===== config.mk =====
export PLATFORM = sky130hd
export DESIGN_NAME = text_to_unsigned_parser_flat
export DESIGN_NICKNAME = d
export VERILOG_FILES = /design/src/sv/ttu_pkg.sv /design/src/sv/ttu_ifs.sv /design/src/sv/ttu_classify.sv /design/src/sv/ttu_queue.sv /design/src/sv/ttu_exec.sv /design/src/sv/text_to_unsigned_parser.sv /design/src/flat_wrapper.sv
export SDC_FILE = /design/constraint.sdc
export NUM_CORES = 2
export LEC_CHECK = 0
export ABC_AREA = 1
export BUFFER_PORTS_ARGS = -buffer_cell sky130_fd_sc_hd__buf_2
export CAP_MARGIN = 40
export CORE_MARGIN = 4
export CORE_UTILIZATION = 50
export CTS_CLUSTER_DIAMETER = 150
export DETAILED_ROUTE_END_ITERATION = 12
export GPL_TIMING_DRIVEN = 1
export PLACE_DENSITY = 0.75
export SYNTH_ARGS = -nofsm -noshare
export SYNTH_HDL_FRONTEND = slang
export SYNTH_HIERARCHICAL = 1
export SYNTH_SLANG_ARGS = --single-unit

===== constraint.sdc =====
create_clock -name clk -period 9.9 [get_ports clk]
set_clock_uncertainty 0.1 [all_clocks]
set_input_delay 0.99 -clock clk [delete_from_list [all_inputs] [get_ports clk]]
set_output_delay 0.99 -clock clk [all_outputs]
set_load 0.05 [all_outputs]

===== src/sv/ttu_pkg.sv =====
// ----------------------------------------------------------------------------
// ttu_pkg
// shared widths, radix codes, queue entry type and helpers for the text to
// unsigned parser
// ----------------------------------------------------------------------------
package ttu_pkg;

  localparam int VALUE_WIDTH  = 64;
  localparam int OFFSET_WIDTH = 16;
  localparam int CHAR_WIDTH   = 8;
  localparam int RADIX_WIDTH  = 6;
  localparam int DIGIT_WIDTH  = 6;
  localparam int PROD_WIDTH   = VALUE_WIDTH + RADIX_WIDTH;

  localparam int QUEUE_DEPTH  = 2;
  localparam int QPTR_WIDTH   = (QUEUE_DEPTH > 1) ? $clog2(QUEUE_DEPTH) : 1;
  localparam int QCNT_WIDTH   = $clog2(QUEUE_DEPTH + 1);

  // digit code for a byte that is no digit in any radix
  localparam logic [DIGIT_WIDTH-1:0] NO_DIGIT = '1;

  localparam logic [RADIX_WIDTH-1:0] RADIX_AUTO = RADIX_WIDTH'(0);
  localparam logic [RADIX_WIDTH-1:0] RADIX_BIN  = RADIX_WIDTH'(2);
  localparam logic [RADIX_WIDTH-1:0] RADIX_OCT  = RADIX_WIDTH'(8);
  localparam logic [RADIX_WIDTH-1:0] RADIX_DEC  = RADIX_WIDTH'(10);
  localparam logic [RADIX_WIDTH-1:0] RADIX_HEX  = RADIX_WIDTH'(16);
  localparam logic [RADIX_WIDTH-1:0] RADIX_MAX  = RADIX_WIDTH'(36);

  // classified character as it travels from front to back
  typedef struct packed {
    logic                   start;
    logic                   space;
    logic                   minus;
    logic                   plus;
    logic                   zero;
    logic                   letter_b;
    logic                   letter_x;
    logic [DIGIT_WIDTH-1:0] digit;
  } item_t;

  typedef struct packed {
    logic not_empty;
    logic full;
  } q_status_t;

  function automatic logic [RADIX_WIDTH-1:0] clamp_radix(input logic [RADIX_WIDTH-1:0] r);
    logic [RADIX_WIDTH-1:0] res;
    if (r < RADIX_BIN) begin
      res = RADIX_BIN;
    end else if (r > RADIX_MAX) begin
      res = RADIX_MAX;
    end else begin
      res = r;
    end
    return res;
  endfunction

endpackage


===== src/sv/ttu_ifs.sv =====
// ----------------------------------------------------------------------------
// ttu channel interfaces
// valid/ready channels for text characters in and parse results out
// ----------------------------------------------------------------------------
interface ttu_text_if;
  import ttu_pkg::*;

  logic                  valid;
  logic                  ready;
  logic [CHAR_WIDTH-1:0] text_char;
  logic                  text_start;

  modport source(output valid, text_char, text_start, input ready);
  modport sink(input valid, text_char, text_start, output ready);
endinterface

interface ttu_result_if;
  import ttu_pkg::*;

  logic                    valid;
  logic                    ready;
  logic [VALUE_WIDTH-1:0]  value;
  logic [OFFSET_WIDTH-1:0] end_offset;
  logic                    overflowed;

  modport source(output valid, value, end_offset, overflowed, input ready);
  modport sink(input valid, value, end_offset, overflowed, output ready);
endinterface


===== src/sv/ttu_classify.sv =====
// ----------------------------------------------------------------------------
// ttu_classify
// front end: decodes one text byte into digit value and character classes
// ----------------------------------------------------------------------------
module ttu_classify (
  input  logic [ttu_pkg::CHAR_WIDTH-1:0] text_char,
  input  logic                           text_start,
  output ttu_pkg::item_t                 item
);
  import ttu_pkg::*;

  localparam logic [CHAR_WIDTH-1:0] CH_TAB   = 8'h09;
  localparam logic [CHAR_WIDTH-1:0] CH_CR    = 8'h0D;
  localparam logic [CHAR_WIDTH-1:0] CH_SPACE = 8'h20;
  localparam logic [CHAR_WIDTH-1:0] CH_PLUS  = 8'h2B;
  localparam logic [CHAR_WIDTH-1:0] CH_MINUS = 8'h2D;
  localparam logic [CHAR_WIDTH-1:0] CH_0     = 8'h30;
  localparam logic [CHAR_WIDTH-1:0] CH_9     = 8'h39;
  localparam logic [CHAR_WIDTH-1:0] CH_UP_A  = 8'h41;
  localparam logic [CHAR_WIDTH-1:0] CH_UP_B  = 8'h42;
  localparam logic [CHAR_WIDTH-1:0] CH_UP_X  = 8'h58;
  localparam logic [CHAR_WIDTH-1:0] CH_UP_Z  = 8'h5A;
  localparam logic [CHAR_WIDTH-1:0] CH_LO_A  = 8'h61;
  localparam logic [CHAR_WIDTH-1:0] CH_LO_B  = 8'h62;
  localparam logic [CHAR_WIDTH-1:0] CH_LO_X  = 8'h78;
  localparam logic [CHAR_WIDTH-1:0] CH_LO_Z  = 8'h7A;
  localparam logic [CHAR_WIDTH-1:0] LETTER_BASE = 8'd10;

  logic [CHAR_WIDTH-1:0] rel;

  always_comb begin
    rel = '0;
    priority if (text_char >= CH_0 && text_char <= CH_9) begin
      rel = text_char - CH_0;
    end else if (text_char >= CH_LO_A && text_char <= CH_LO_Z) begin
      rel = text_char - CH_LO_A + LETTER_BASE;
    end else if (text_char >= CH_UP_A && text_char <= CH_UP_Z) begin
      rel = text_char - CH_UP_A + LETTER_BASE;
    end else begin
      rel = CHAR_WIDTH'(NO_DIGIT);
    end

    item.start    = text_start;
    item.space    = (text_char == CH_SPACE) || (text_char >= CH_TAB && text_char <= CH_CR);
    item.minus    = (text_char == CH_MINUS);
    item.plus     = (text_char == CH_PLUS);
    item.zero     = (text_char == CH_0);
    item.letter_b = (text_char == CH_LO_B) || (text_char == CH_UP_B);
    item.letter_x = (text_char == CH_LO_X) || (text_char == CH_UP_X);
    item.digit    = rel[DIGIT_WIDTH-1:0];
  end

endmodule


===== src/sv/ttu_queue.sv =====
// ----------------------------------------------------------------------------
// ttu_queue
// short fifo of classified characters between front and back end
// ----------------------------------------------------------------------------
module ttu_queue (
  input  logic               clk,
  input  logic               rst,
  input  logic               push,
  input  ttu_pkg::item_t     wr_item,
  input  logic               pop,
  output ttu_pkg::item_t     rd_item,
  output ttu_pkg::q_status_t status
);
  import ttu_pkg::*;

  localparam logic [QPTR_WIDTH-1:0] LAST_PTR = QPTR_WIDTH'(QUEUE_DEPTH - 1);
  localparam logic [QCNT_WIDTH-1:0] FULL_CNT = QCNT_WIDTH'(QUEUE_DEPTH);

  item_t                 mem [QUEUE_DEPTH];
  logic [QPTR_WIDTH-1:0] wr_ptr;
  logic [QPTR_WIDTH-1:0] rd_ptr;
  logic [QCNT_WIDTH-1:0] count;

  assign status.not_empty = (count != '0);
  assign status.full      = (count == FULL_CNT);
  assign rd_item          = mem[rd_ptr];

  always_ff @(posedge clk) begin
    if (push) begin
      mem[wr_ptr] <= wr_item;
    end
  end

  always_ff @(posedge clk) begin
    if (rst) begin
      wr_ptr <= '0;
      rd_ptr <= '0;
      count  <= '0;
    end else begin
      if (push) begin
        wr_ptr <= (wr_ptr == LAST_PTR) ? '0 : wr_ptr + 1'b1;
      end
      if (pop) begin
        rd_ptr <= (rd_ptr == LAST_PTR) ? '0 : rd_ptr + 1'b1;
      end
      if (push && !pop) begin
        count <= count + 1'b1;
      end else if (pop && !push) begin
        count <= count - 1'b1;
      end
    end
  end

endmodule


===== src/sv/ttu_exec.sv =====
// ----------------------------------------------------------------------------
// ttu_exec
// back end: parse state machine, multiply-accumulate with overflow check and
// result register
// ----------------------------------------------------------------------------
module ttu_exec (
  input  logic                            clk,
  input  logic                            rst,
  input  logic [ttu_pkg::RADIX_WIDTH-1:0] radix,
  input  ttu_pkg::q_status_t              q_status,
  input  ttu_pkg::item_t                  item,
  output logic                            pop,
  ttu_result_if.source                    result
);
  import ttu_pkg::*;

  localparam logic [2:0] PH_SKIP   = 3'd0;
  localparam logic [2:0] PH_SIGN   = 3'd1;
  localparam logic [2:0] PH_ZERO   = 3'd2;
  localparam logic [2:0] PH_DIGITS = 3'd3;
  localparam logic [2:0] PH_OVER   = 3'd4;
  localparam logic [2:0] PH_DONE   = 3'd5;

  logic [2:0]              phase, phase_next, cur_phase;
  logic [VALUE_WIDTH-1:0]  acc, acc_next, cur_acc;
  logic [RADIX_WIDTH-1:0]  act_radix, act_radix_next, cur_radix;
  logic                    negative, negative_next, cur_neg;
  logic [OFFSET_WIDTH-1:0] char_count, char_count_next, cur_count;

  logic                    first;
  logic                    do_digit;
  logic                    emit;
  logic                    emit_ovf;
  logic [RADIX_WIDTH-1:0]  dig_radix;
  logic [PROD_WIDTH-1:0]   prod;
  logic [VALUE_WIDTH-1:0]  emit_value;

  logic                    res_valid;
  logic [VALUE_WIDTH-1:0]  res_value;
  logic [OFFSET_WIDTH-1:0] res_offset;
  logic                    res_ovf;

  assign pop = q_status.not_empty && (!res_valid || result.ready);

  always_comb begin
    // start of a new text clears the state ahead of this character
    cur_phase = item.start ? PH_SKIP : phase;
    cur_acc   = item.start ? '0 : acc;
    cur_radix = item.start ? RADIX_AUTO : act_radix;
    cur_neg   = item.start ? 1'b0 : negative;
    cur_count = item.start ? '0 : char_count;

    phase_next      = cur_phase;
    acc_next        = cur_acc;
    act_radix_next  = cur_radix;
    negative_next   = cur_neg;
    char_count_next = cur_count;
    first           = 1'b0;
    do_digit        = 1'b0;
    emit            = 1'b0;
    emit_ovf        = 1'b0;
    dig_radix       = cur_radix;

    unique case (cur_phase)
      PH_SKIP: begin
        priority if (item.space) begin
          phase_next = PH_SKIP;
        end else if (item.minus) begin
          negative_next = 1'b1;
          phase_next    = PH_SIGN;
        end else if (item.plus) begin
          phase_next = PH_SIGN;
        end else begin
          first = 1'b1;
        end
      end
      PH_SIGN: first = 1'b1;
      PH_ZERO: begin
        priority if ((cur_radix == RADIX_AUTO || cur_radix == RADIX_BIN) && item.letter_b) begin
          act_radix_next = RADIX_BIN;
          phase_next     = PH_DIGITS;
        end else if ((cur_radix == RADIX_AUTO || cur_radix == RADIX_HEX) && item.letter_x) begin
          act_radix_next = RADIX_HEX;
          phase_next     = PH_DIGITS;
        end else begin
          dig_radix      = (cur_radix == RADIX_AUTO) ? RADIX_OCT : clamp_radix(cur_radix);
          act_radix_next = dig_radix;
          phase_next     = PH_DIGITS;
          do_digit       = 1'b1;
        end
      end
      PH_DIGITS: do_digit = 1'b1;
      PH_OVER: begin
        if (item.digit >= cur_radix) begin
          emit     = 1'b1;
          emit_ovf = 1'b1;
        end
      end
      default: phase_next = cur_phase;
    endcase

    // first character after white space and sign
    if (first) begin
      if (item.zero) begin
        act_radix_next = radix;
        acc_next       = '0;
        phase_next     = PH_ZERO;
      end else begin
        dig_radix      = (radix == RADIX_AUTO) ? RADIX_DEC : clamp_radix(radix);
        act_radix_next = dig_radix;
        phase_next     = PH_DIGITS;
        do_digit       = 1'b1;
      end
    end

    // one digit step: acc * radix + digit, overflow when upper bits are set
    prod = PROD_WIDTH'(cur_acc) * PROD_WIDTH'(dig_radix) + PROD_WIDTH'(item.digit);
    if (do_digit) begin
      if (item.digit >= dig_radix) begin
        emit = 1'b1;
      end else if (prod[PROD_WIDTH-1:VALUE_WIDTH] == '0) begin
        acc_next = prod[VALUE_WIDTH-1:0];
      end else begin
        phase_next = PH_OVER;
      end
    end

    if (emit) begin
      phase_next = PH_DONE;
    end

    if (cur_phase != PH_DONE && cur_count != '1) begin
      char_count_next = cur_count + 1'b1;
    end

    if (emit_ovf) begin
      emit_value = '1;
    end else begin
      emit_value = cur_neg ? ('0 - cur_acc) : cur_acc;
    end
  end

  always_ff @(posedge clk) begin
    if (rst) begin
      phase      <= PH_SKIP;
      acc        <= '0;
      act_radix  <= RADIX_AUTO;
      negative   <= 1'b0;
      char_count <= '0;
      res_valid  <= 1'b0;
    end else begin
      if (pop) begin
        phase      <= phase_next;
        acc        <= acc_next;
        act_radix  <= act_radix_next;
        negative   <= negative_next;
        char_count <= char_count_next;
      end
      if (pop && emit) begin
        res_valid <= 1'b1;
      end else if (result.ready) begin
        res_valid <= 1'b0;
      end
    end
  end

  always_ff @(posedge clk) begin
    if (pop && emit) begin
      res_value  <= emit_value;
      res_offset <= cur_count;
      res_ovf    <= emit_ovf;
    end
  end

  assign result.valid      = res_valid;
  assign result.value      = res_value;
  assign result.end_offset = res_offset;
  assign result.overflowed = res_ovf;

endmodule


===== src/sv/text_to_unsigned_parser.sv =====
// ----------------------------------------------------------------------------
// text_to_unsigned_parser
// streaming text to unsigned integer converter with strtoul behaviour
// ----------------------------------------------------------------------------
// usage
//   text channel: one byte per transaction; text_start marks the first byte
//   of a new text and clears the parse state before that byte is handled
//   result channel: at most one transaction per text, at its terminating byte, with
//   the value, the index of the terminating byte and an overflow flag
//   radix register: written through radix_we / radix_wdata while idle;
//   0 detects the base from a 0x, 0b or 0 prefix
// result path: an accepted terminating byte is written to the queue; the
//   back end pops it once the result register is free or being taken and
//   registers the result
// throughput: one byte per cycle while the result channel does not stall,
//   set by the back end's 64 by 6 bit multiply-add loop on the accumulator
// reset: synchronous rst clears the queue, the result register and the
//   parse state, and sets radix to 0; the block then acts as if a new text
//   had just begun
// stall: while the result is not taken the back end holds, the queue fills
//   (two entries) and then the text channel drops ready
// ----------------------------------------------------------------------------
module text_to_unsigned_parser (
  input  logic                            clk,
  input  logic                            rst,
  input  logic                            radix_we,
  input  logic [ttu_pkg::RADIX_WIDTH-1:0] radix_wdata,
  ttu_text_if.sink                        text,
  ttu_result_if.source                    result
);
  import ttu_pkg::*;

  // configured base, sampled by the back end at the first byte past space and sign
  logic [RADIX_WIDTH-1:0] radix;

  item_t     in_item;
  item_t     q_item;
  q_status_t q_status;
  logic      push;
  logic      pop;

  always_ff @(posedge clk) begin
    if (rst) begin
      radix <= RADIX_AUTO;
    end else if (radix_we) begin
      radix <= radix_wdata;
    end
  end

  // front end: accept and classify while the queue has room
  assign text.ready = !q_status.full;
  assign push       = text.valid && text.ready;

  ttu_classify u_classify (
    .text_char  (text.text_char),
    .text_start (text.text_start),
    .item       (in_item)
  );

  // decoupling queue so either side can stall on its own
  ttu_queue u_queue (
    .clk     (clk),
    .rst     (rst),
    .push    (push),
    .wr_item (in_item),
    .pop     (pop),
    .rd_item (q_item),
    .status  (q_status)
  );

  // back end: state machine, accumulate and result register
  ttu_exec u_exec (
    .clk      (clk),
    .rst      (rst),
    .radix    (radix),
    .q_status (q_status),
    .item     (q_item),
    .pop      (pop),
    .result   (result)
  );

`ifndef NO_ASSERTIONS
  // overflow always reports the saturated value
  a_ovf_saturates: assert property (@(posedge clk) disable iff (rst)
    (result.valid && result.overflowed) |-> (&result.value))
    else $error("overflow result is not all ones");

  // a new result only appears after the back end consumed a transaction
  a_result_from_pop: assert property (@(posedge clk) disable iff (rst)
    $rose(result.valid) |-> $past(pop))
    else $error("result appeared without a queue pop");

  // an accepted transaction is visible to the back end in the next cycle
  a_push_lands: assert property (@(posedge clk) disable iff (rst)
    push |=> q_status.not_empty)
    else $error("accepted transaction missing from queue");

  // full implies occupied
  a_full_not_empty: assert property (@(posedge clk) disable iff (rst)
    q_status.full |-> q_status.not_empty)
    else $error("queue status inconsistent");
`endif

endmodule


===== src/flat_wrapper.sv =====
// flat-port wrapper written by rule: the top's interface ports become plain ports
module text_to_unsigned_parser_flat import ttu_pkg::*;
  (clk, rst, radix_we, radix_wdata, text_valid, text_text_char, text_text_start, text_ready, result_valid, result_value, result_end_offset, result_overflowed, result_ready);
  ttu_text_if text_i ();
  ttu_result_if result_i ();
  input  logic clk;
  input  logic rst;
  input  logic radix_we;
  input  logic [ttu_pkg::RADIX_WIDTH-1:0] radix_wdata;
  input wire logic [$bits(text_i.valid)-1:0] text_valid;
  input wire logic [$bits(text_i.text_char)-1:0] text_text_char;
  input wire logic [$bits(text_i.text_start)-1:0] text_text_start;
  output wire logic [$bits(text_i.ready)-1:0] text_ready;
  output wire logic [$bits(result_i.valid)-1:0] result_valid;
  output wire logic [$bits(result_i.value)-1:0] result_value;
  output wire logic [$bits(result_i.end_offset)-1:0] result_end_offset;
  output wire logic [$bits(result_i.overflowed)-1:0] result_overflowed;
  input wire logic [$bits(result_i.ready)-1:0] result_ready;
  assign text_i.valid = text_valid;
  assign text_i.text_char = text_text_char;
  assign text_i.text_start = text_text_start;
  assign text_ready = text_i.ready;
  assign result_valid = result_i.valid;
  assign result_value = result_i.value;
  assign result_end_offset = result_i.end_offset;
  assign result_overflowed = result_i.overflowed;
  assign result_i.ready = result_ready;
  text_to_unsigned_parser u_core (.clk(clk), .rst(rst), .radix_we(radix_we), .radix_wdata(radix_wdata), .text(text_i), .result(result_i));
endmodule

==> flow_summary.yaml <==
critical_path:
  worst_r2r_path_depth: 41
  worst_r2r_endpoint: "u_core/u_exec/acc[51]$_SDFFE_PP0P_"
  critPathSlowestCell: "inv_2"
  crit_path_max_incr_delay_ns: 0.69
  cp.arrival_ns: 9.29
  cp.required_ns: 10.28
  critPathBufInv: 10
  cpLargestDelayFamily: "simple AND/OR/NAND/NOR gates"
  worst_setup_path_start_kind: "flop"
  end_kind: "flop"
  worst_path_most_repeated_cell: "nand2_1"
  critical_path_class: "reg -> reg"
  rrSetupSlack_ns: 1.0
  crit_fanout: 42
timing:
  setup_viol: 0
  drv_slew: 0
  hold_viol_final: 0
  max_slew.worst_pin.slew_ns: 0.946
  slew_headroom_pct: 36.9
  layout_min_cycle_time_ns: 8.90
  setup_slack_ns: 0.995
  rsz0062_at_grt: "no"
  fin_crit_sh_pct: 89.9
  fmax_mhz: 112
  finalSetupTns_ns: 0
synth:
  syn-mean-instance-area_um2: 7.25
  synth.yosys.warnings: 6
  synth_edf_count: 107
  ys_ff_latch: 209
  synth.distinct_cells: 65
  seq_area_frac_synth_pct: 20.5
  yosysMostFrequentCell: "nand2_1"
  synthCells: 3532
  synthTopCellsByArea: "fa_1 20%, edfxtp_1 13%, nand2_1 12%"
  synthArstFlopShare_pct: 0
  synth_commonest_cells: "805 x nand2_1, 654 x nor2_1, 440 x inv_1, 252 x fa_1, 217 x a21oi_1"
  synth-main-ff-cell: "edfxtp_1"
  netlist.area_leader.share_pct: 19.7
  syn-cell-area_um2: 25600
  synth_top_area_cell: "fa_1"
  synth_nets: 3974
clock_tree:
  insertion_delay_ns: 0.57
  postCtsSetupRepairBufs: 0
  cts-hold-fix-buffers: 0
  cts_sinks: 209
  tritoncts: "built"
  clockBufferDepth: 3
  numCtsBuffers: 25
  clockRootBuffer: "clkbuf_16"
  htreeDepth: 1
  clk_pin_slew_worst_paths_ns: 0.06
  cts_resized: 0
die:
  design.core.area_um2: 50400
  core.rowCount: 82
  chipHeight_um: 234
  dieArea_um2: 54900
  io_pins: 103
  die_w_um: 234
  initial_core_util_pct: 50.9
grt:
  grt_pass1_wl_um: 124000
  gr-total-overflow: 0
  grt_max_degree: 70
  antenna_found_initial: 2
  track_usage_pct: 28.3
  first_global_vias: 23400
place:
  port_buffers: 102
  gp_congestion: 1.06
  dp.cells: 4223
  post-dp-hpwl_um: 61200
  dp_worst_setup_slack_ns: 1.18
job:
  drv_cap: 0
route:
  drtIter0Drc: 2062
  vias: 24100
  post-route-drc-count: 0
  route.antenna.remaining_nets: 0
  viasPerCell: 5.63
  wl_um: 77300
  dr.pass1.iters: 5
  wl_per_cell_um: 18.1
min_path:
  hold-path-cell-count: 2
  hp-start: "u_core/u_exec/acc[36]$_SDFFE_PP0P_"
  worstHoldEndpoint: "u_core/u_exec/acc[36]$_SDFFE_PP0P_"
  hold_class: "reg -> reg"
finish:
  fillerInstances: 4870
  drive_above_1_share_pct: 7.84
  nNetsFinal: 4020
  syn2layout_area_growth_pct: 7.37
  diodes: 0
  fin_cells: 4269
pwr:
  ir_drop_uv: 122
  leakagePower_uw: 0.0137
  p_per_area_nw_per_um2: 179
  finalPower_uw: 4920
outcome:
  status: "finished clean"
-- worst max-delay path by stage --
| stage | startpoint | to | slack [ns] | depth (start not counted) |
|---|---|---|---|---|
| 2_1_floorplan | flop | u_core/u_exec/acc[52]$_SDFFE_PP0P_ | 2.94 | 49 |
| 3_3_place_gp | flop | u_core/u_exec/acc[61]$_SDFFE_PP0P_ | 1.28 | 41 |
| 3_5_place_dp | flop | u_core/u_exec/acc[51]$_SDFFE_PP0P_ | 1.18 | 41 |
| 4_1_cts | flop | u_core/u_exec/acc[51]$_SDFFE_PP0P_ | 1.08 | 41 |
| 5_1_grt | flop | u_core/u_exec/acc[37]$_SDFFE_PP0P_ | 0.32 | 42 |
| 6_report | flop | u_core/u_exec/acc[51]$_SDFFE_PP0P_ | 1.0 | 41 |
-- tightest hold or removal path: stages (launching register included) --
cell and delay (ns):
dfxtp_1 0.31, nand2_1 0.06, a21oi_1 0.05
-- flip-flops by register name, indices dropped and copies added (netlist names), 3 cells and up, named ones only --
signal and cells:
u_core/radix 6, u_core/u_exec/acc 64, u_core/u_exec/act_radix 6, u_core/u_exec/char_count 16
u_core/u_exec/phase 3, u_core/u_exec/result.end_offset 16, u_core/u_exec/result.value 64, u_core/u_queue/mem 26
-- cell families (layout without fill, tap and decap cells) --
kind of cell | after synthesis | in the layout | share of synthesized area (%)
flops | 209 | 209 | 20.5
mux | 13 | 13 | 0.718
buf+inv | 581 | 646 | 9.29
xor+xnor | 60 | 60 | 2.05
fa+ha+maj | 422 | 422 | 28.0
simple gates | 1815 | 1815 | 29.9
compound gates | 432 | 432 | 9.53
-- routing by layer --
layer | part of all wire (%) | global-route usage [%]
met1 | 42 | 37.9
met2 | 45 | 45.8
met3 | 9.7 | 6.41
met4 | 3.4 | 9.17
met5 | 0 | 0
-- placed cells by master, fill, tap and decap left out, types with 20 or more instances in the layout --
cell,n
nand3_1,156
buf_2,103
o21ai_0,101
xnor2_1,31
nand2_2,20
nor2_1,654
nand4_1,70
ha_1,170
a21oi_1,217
edfxtp_1,107
buf_4,32
clkbuf_16,25
inv_1,439
o211ai_1,23
o21bai_1,27
xor2_1,29
fa_1,252
nand2_1,803
nor3_1,39
dfxtp_1,102
-- power breakdown --
part	switching, uW	leakage (uW)	internal [uW]	total [uW]
Combinational	2040	0.0115	694	2730
Sequential	68.4	0.00182	1140	1210
Clock	403	0.000425	575	978
Total	2510	0.0137	2410	4920
-- cell type report --
| cell class | instances | area, um^2 | area share [%] |
|---|---|---|---|
| sequential | 209 | 5260 | 19.1 |
| clock inverter | 18 | 221 | 0.805 |
| timing repair buffer | 137 | 796 | 2.89 |
| tap | 672 | 841 | 3.06 |
| inverter | 463 | 1740 | 6.33 |
| clock buffer | 28 | 637 | 2.32 |
| multi-input combinational | 2742 | 18000 | 65.5 |
-- stage by stage --
| step | utilization, % | hold slack (ns) | cell area (um^2) |
|---|---|---|---|
| 6_report | 54.6 | 0.363 | 27500 |
| 5_1_grt | 54.6 | 0.384 | 27500 |
| 4_1_cts | 54.6 | 0.364 | 27500 |
| 3_5_place_dp | 52.9 | 0.355 | 26600 |
| 3_3_place_gp | 52.8 | 0.352 | 26600 |
| 2_1_floorplan | - | 0.341 | 25600 |
No activity file was read; power rests on OpenSTA's default activity.
